[src/rtl/ptsp_pkg.sv]
`default_nettype none
package ptsp_pkg;

    localparam int COEF_W      = 48;
    localparam int ACC_W       = 64;
    localparam int STEP_W      = 32;
    localparam int COUNT_W     = 7;
    localparam int COORD_W     = 10;
    localparam int NUM_COEFS   = 9;
    localparam int DIV_STEPS   = 80;
    localparam int LOG2_MAX    = 8;

    localparam int TEX_DEPTH_DEF = 65536;
    localparam int MAX_SPAN_DEF  = 64;

    localparam logic [3:0]         WIDTH_LOG2_RST = 4'd6;
    localparam logic [3:0]         HEIGHT_LOG2_RST = 4'd6;
    localparam logic [COORD_W-1:0] ORIGIN_X_RST = 10'd160;
    localparam logic [COORD_W-1:0] ORIGIN_Y_RST = 10'd100;

    localparam logic [1:0] FUNC_LOAD_COEF = 2'd0;
    localparam logic [1:0] FUNC_WRITE_TEX = 2'd1;
    localparam logic [1:0] FUNC_PERSP     = 2'd2;
    localparam logic [1:0] FUNC_CONST     = 2'd3;

    localparam logic [1:0] CFG_WIDTH_LOG2  = 2'd0;
    localparam logic [1:0] CFG_HEIGHT_LOG2 = 2'd1;
    localparam logic [1:0] CFG_ORIGIN_X    = 2'd2;
    localparam logic [1:0] CFG_ORIGIN_Y    = 2'd3;

    localparam logic [1:0] PLANE_U = 2'd0;
    localparam logic [1:0] PLANE_V = 2'd1;
    localparam logic [1:0] PLANE_C = 2'd2;

    localparam logic [1:0] TERM_X     = 2'd0;
    localparam logic [1:0] TERM_Y     = 2'd1;
    localparam logic [1:0] TERM_CONST = 2'd2;

    typedef enum logic [3:0] {
        S_IDLE,
        S_SETUP,
        S_PIX_START,
        S_DIV_WAIT,
        S_CDIV_START,
        S_CDIV_WAIT,
        S_ADDR,
        S_FETCH,
        S_EMIT
    } t_state;

    typedef struct packed {
        logic       coef_wr;
        logic       tex_wr;
        logic       latch_span;
        logic       persp;
        logic       setup;
        logic [1:0] plane;
        logic [1:0] term;
        logic       div_start;
        logic       div_sh16;
        logic       div_deltas;
        logic       store_kl;
        logic       store_dkdl;
        logic       clear_steps;
        logic       addr_load;
        logic       fetch;
        logic       emit;
        logic       last;
    } t_cmd;

    typedef struct packed {
        logic c_zero;
        logic div_done;
        logic out_free;
    } t_stat;

    function automatic logic [ACC_W-1:0] sext48(input logic [COEF_W-1:0] v);
        return {{(ACC_W-COEF_W){v[COEF_W-1]}}, v};
    endfunction

    function automatic logic [3:0] clamp_log2(input logic [3:0] l);
        return (l > 4'(LOG2_MAX)) ? 4'(LOG2_MAX) : l;
    endfunction

endpackage
`default_nettype wire

[src/rtl/ptsp_ctrl.sv]
`default_nettype none
module ptsp_ctrl #(
    parameter int MAX_SPAN = ptsp_pkg::MAX_SPAN_DEF
) (
    input  wire logic                          i_clk,
    input  wire logic                          i_rst_n,
    input  wire logic                          i_in_valid,
    output logic                               o_in_ready,
    input  wire logic [1:0]                    i_func,
    input  wire logic [ptsp_pkg::COUNT_W-1:0]  i_count,
    input  wire ptsp_pkg::t_stat               i_stat,
    output ptsp_pkg::t_cmd                     o_cmd
);
    import ptsp_pkg::*;

    t_state             r_state, n_state;
    logic [1:0]         r_plane, r_term;
    logic [COUNT_W-1:0] r_left, n_left;
    logic               r_persp, r_phase;
    logic               accept, is_span;
    logic [COUNT_W-1:0] sat_count;

    always_comb begin
        accept    = i_in_valid && (r_state == S_IDLE);
        is_span   = (i_func == FUNC_PERSP) || (i_func == FUNC_CONST);
        sat_count = (i_count > COUNT_W'(MAX_SPAN)) ? COUNT_W'(MAX_SPAN) : i_count;
    end

    always_comb begin
        n_state = r_state;
        n_left  = r_left;
        case (r_state)
            S_IDLE: begin
                if (accept && is_span && sat_count != '0) begin
                    n_state = S_SETUP;
                    n_left  = sat_count;
                end
            end
            S_SETUP: begin
                if (r_plane == PLANE_C && r_term == TERM_CONST) begin
                    n_state = r_persp ? S_PIX_START : S_CDIV_START;
                end
            end
            S_PIX_START: n_state = i_stat.c_zero ? S_ADDR : S_DIV_WAIT;
            S_DIV_WAIT:  if (i_stat.div_done) n_state = S_ADDR;
            S_CDIV_START: begin
                n_state = (!r_phase && i_stat.c_zero) ? S_ADDR : S_CDIV_WAIT;
            end
            S_CDIV_WAIT: begin
                if (i_stat.div_done) n_state = r_phase ? S_ADDR : S_CDIV_START;
            end
            S_ADDR:  n_state = S_FETCH;
            S_FETCH: n_state = S_EMIT;
            S_EMIT: begin
                if (i_stat.out_free) begin
                    n_left = r_left - COUNT_W'(1);
                    if (r_left == COUNT_W'(1)) n_state = S_IDLE;
                    else n_state = r_persp ? S_PIX_START : S_ADDR;
                end
            end
            default: n_state = S_IDLE;
        endcase
    end

    always_comb begin
        o_cmd            = '0;
        o_cmd.persp      = r_persp;
        o_cmd.plane      = r_plane;
        o_cmd.term       = r_term;
        o_cmd.last       = (r_left == COUNT_W'(1));
        o_in_ready       = (r_state == S_IDLE);
        case (r_state)
            S_IDLE: begin
                o_cmd.coef_wr    = accept && (i_func == FUNC_LOAD_COEF);
                o_cmd.tex_wr     = accept && (i_func == FUNC_WRITE_TEX);
                o_cmd.latch_span = accept && is_span;
            end
            S_SETUP:     o_cmd.setup = 1'b1;
            S_PIX_START: o_cmd.div_start = !i_stat.c_zero;
            S_CDIV_START: begin
                o_cmd.div_sh16    = 1'b1;
                o_cmd.div_deltas  = r_phase;
                o_cmd.clear_steps = !r_phase && i_stat.c_zero;
                o_cmd.div_start   = r_phase || !i_stat.c_zero;
            end
            S_CDIV_WAIT: begin
                o_cmd.store_kl   = i_stat.div_done && !r_phase;
                o_cmd.store_dkdl = i_stat.div_done && r_phase;
            end
            S_ADDR:  o_cmd.addr_load = 1'b1;
            S_FETCH: o_cmd.fetch = 1'b1;
            S_EMIT:  o_cmd.emit = i_stat.out_free;
            default: o_cmd.setup = 1'b0;
        endcase
    end

    always_ff @(posedge i_clk) begin
        if (!i_rst_n) begin
            r_state <= S_IDLE;
            r_left  <= '0;
            r_plane <= PLANE_U;
            r_term  <= TERM_X;
            r_persp <= 1'b0;
            r_phase <= 1'b0;
        end else begin
            r_state <= n_state;
            r_left  <= n_left;
            if (accept && is_span) begin
                r_persp <= (i_func == FUNC_PERSP);
                r_plane <= PLANE_U;
                r_term  <= TERM_X;
                r_phase <= 1'b0;
            end else if (r_state == S_SETUP) begin
                if (r_term == TERM_CONST) begin
                    r_term  <= TERM_X;
                    r_plane <= r_plane + 2'd1;
                end else begin
                    r_term <= r_term + 2'd1;
                end
            end
            if (r_state == S_CDIV_WAIT && i_stat.div_done) begin
                r_phase <= 1'b1;
            end
        end
    end

endmodule
`default_nettype wire

[config.mk]
export PLATFORM = sky130hd
export DESIGN_NAME = ptsp_ctrl
export DESIGN_NICKNAME = d
export VERILOG_FILES = /design/src/rtl/ptsp_pkg.sv /design/src/rtl/ptsp_ctrl.sv
export SDC_FILE = /design/constraint.sdc
export NUM_CORES = 1
export LEC_CHECK = 0
export CORE_MARGIN = 2
export CORE_UTILIZATION = 40
export CTS_CLUSTER_SIZE = 28
export DETAILED_ROUTE_END_ITERATION = 8
export DONT_BUFFER_PORTS = 1
export PLACE_DENSITY = 0.57
export SLEW_MARGIN = 20
export SYNTH_ARGS = -nofsm -noshare
export SYNTH_HDL_FRONTEND = slang
export SYNTH_SLANG_ARGS = --single-unit
[constraint.sdc]
create_clock -name i_clk -period 1.9 [get_ports i_clk]
set_clock_uncertainty 0.1 [all_clocks]
set_input_delay 0 -clock i_clk [delete_from_list [all_inputs] [get_ports i_clk]]
set_output_delay 0 -clock i_clk [all_outputs]
set_load 0.005 [all_outputs]
==> out/qor.yml <==
ant_nets: 0
hold_end: "r_state[1]"
synthArstFlopShare_pct: 0
worstPathMaxFanout: 4
r2r_slack_ns: -0.04
grt_max_degree: 15
layout.nets: 192
hold_start: "i_rst_n"
avgRoutedWirePerCell_um: 15.1
stdcell_area_mm2: 0.00140
p_comb_share_pct: 54.5
slew_violations: 0
placed_area_mm2: 0.00133
port_buffers: 0
initial_core_util_pct: 41.1
violations: "negative hold slack, negative setup slack"
synthCells: 161
tritoncts: "yes"
cts_root_buf: "clkbuf_4"
power.leakage_nw: 0.537
period_needed_ns: 1.94
cts_hold_repair.buffers: 2
internal-power_mw: 0.853
vias: 1212
post-route-util_pct: 47.1
vias_per_cell: 5.88
die_y_um: 59.3
clockPowerShare_pct: 13.7
dp_hpwl_mm: 2.47
ir_drop_mv: 0.332
clk_latency_ns: 0.29
routabilityCongestion: 0.881
cts_made_buffers: 3
htree_levels: 1
cts_buffer_depth: 2
crit_path_end_kind: "flop"
synthFlopType: "dfxtp_1"
ios: 35
grt-ovfl-total: 0
ys_seq_elements: 17
layout_commonest_cell: "nor2_1"
synth.distinct_cells: 45
drc: 0
worstHoldPathType: "input pin to flop"
syn_avg_cell_area_um2: 7.60
die_w_um: 59.3
first_pass_iters: 5
timing.final.ws_setup_ns: -0.0417
sw_frac_of_total_pct: 41.5
grt_pass1_vias: 1142
setup_viol_count_final: 3
syn2layout_area_growth_pct: 14.6
rsz0062_at_grt: "true"
outcome: "finished with violations"
grt_first_pass_wirelength_mm: 4.97
synth_fp_nets: 179
ys_seq_area_share_pct: 27.8
max_slew_margin_pct: 71.5
clkTransAtPathRegs_ns: 0.11
coreArea_mm2: 0.00298
wirelength_mm: 3.11
worstPathArrival_ns: 2.03
drtIter0Drc: 72
switching_power_mw: 0.606
power.density_mw_per_mm2: 1040
min_path_cells: 1
place_ws_ns: 0.0111
critical_path_class: "flop to flop"
worst_pin_slew_ns: 0.424
final_hold_viol_count: 17
r2r-end: "r_left[0]"
seqPwrFrac_pct: 31.8
period_share_pct: 102
netlist_area_mm2: 0.00122
n_antenna_cell: 0
reg2reg_depth: 5
die-area_mm2: 0.00352
synth_edf_count: 0
drive_gt1_share_pct: 19.7
finalPower_mw: 1.46
rows: 20
antenna_found_initial: 0
max_cap_violations: 0
max_clock_freq_mhz: 515
fin_hold_ws_ns: -0.284
grt.total_usage_pct: 18.7
r2r-start: "r_state[2]"
clock_sinks: 17
yosys_warnings: 0
required_ns: 1.99
worst_setup_path_start_kind: "flop"
layout_common_cells: "nor2_1, buf_4, dfxtp_1"
flip-flops by register name, summed over array words and instances (netlist names):
name     count
r_term       2
r_plane      2
r_persp      1
r_state      4
r_left       7
r_phase      1
Yosys cell counts, types with 2 or more instances:
cell type	number	area (um^2)
buf_2	3	15.0
o22ai_1	3	18.8
inv_1	8	30.0
o311a_1	2	20.0
and2_1	4	25.0
nand2b_1	6	37.5
o21ai_0	11	55.1
or4b_1	2	20.0
nor4_1	3	18.8
dfxtp_1	17	340
nand3b_1	2	15.0
or4_1	3	22.5
a211oi_1	2	15.0
a21boi_0	4	30.0
nor3b_1	3	22.5
ha_1	3	37.5
clkbuf_1	7	26.3
nor3_1	11	55.1
nor2_1	23	86.3
o21a_1	3	22.5
nand2_1	10	37.5
xnor2_1	2	17.5
buf_6	2	22.5
a21oi_1	6	30.0
layer usage:
metal  vias to the layer above  part of all wire, %  routed length [um]  track usage, %
li1                        596                    -                   -               -
met1                       570                   42                1320            22.4
met2                        41                   50                1560            32.2
met3                         5                  6.0                 187            4.15
met4                         0                  1.2                  38            7.14
met5                         -                    0                   0               0
stage by stage:
stage          setup TNS, ns  cells
2_1_floorplan        -0.0504    161
3_3_place_gp               0    198
3_5_place_dp               0    198
4_1_cts              -0.0265    204
5_1_grt               -0.644    206
6_report              -0.110    206
cell families (layout without fill, tap and decap cells):
group           after synthesis  count (layout)  share of synthesized area [%]
xor+xnor                      2               2                           1.43
simple gates                 78              78                           36.1
flops                        17              17                           27.8
fa+ha+maj                     3               3                           3.07
buf+inv                      21              33                           8.28
compound gates               40              40                           23.3
final cells by class:
type,instances,area [um^2]
clock inverters,1,5.00
multi-input cells,123,800
fillers,311,1580
flip-flops and latches,17,342
clock buffers,3,22.5
well taps,33,41.3
inverters,8,30.0
repair buffers,21,163
worst max-delay path by stage:
| stage | from | to |
|---|---|---|
| final | r_state[2] | r_left[0] |
| after global routing | r_state[2] | r_left[4] |
| after CTS | r_state[2] | r_left[4] |
| after detailed placement | r_state[0] | r_left[4] |
| after global placement | r_state[2] | r_state[2] |
| after floorplan | r_state[2] | r_left[1] |
critical path, stage by stage, from the launching register on:
cell      delay [ns]
dfxtp_2         0.35
or4_4           0.55
a211oi_4        0.33
buf_4           0.17
nor3_2          0.03
o31a_1          0.31
what timing repair did:
action | 4_1_cts | 5_1_grt
setup buffers | 0 | 2
gates resized for setup | 1 | 5
setup endpoints to repair | 2 | 13
pin swaps | 0 | 3
endpoints found under the hold margin | 18 | 17
power groups by stage:
stage          Combinational, mW  Clock, mW  Sequential (mW)
2_1_floorplan              0.600          0            0.458
3_3_place_gp               0.738          0            0.468
3_5_place_dp               0.757          0            0.474
4_1_cts                    0.770      0.204            0.465
5_1_grt                    0.871      0.225            0.473
6_report                   0.795      0.200            0.465
Power figures use the tool's default switching activity.
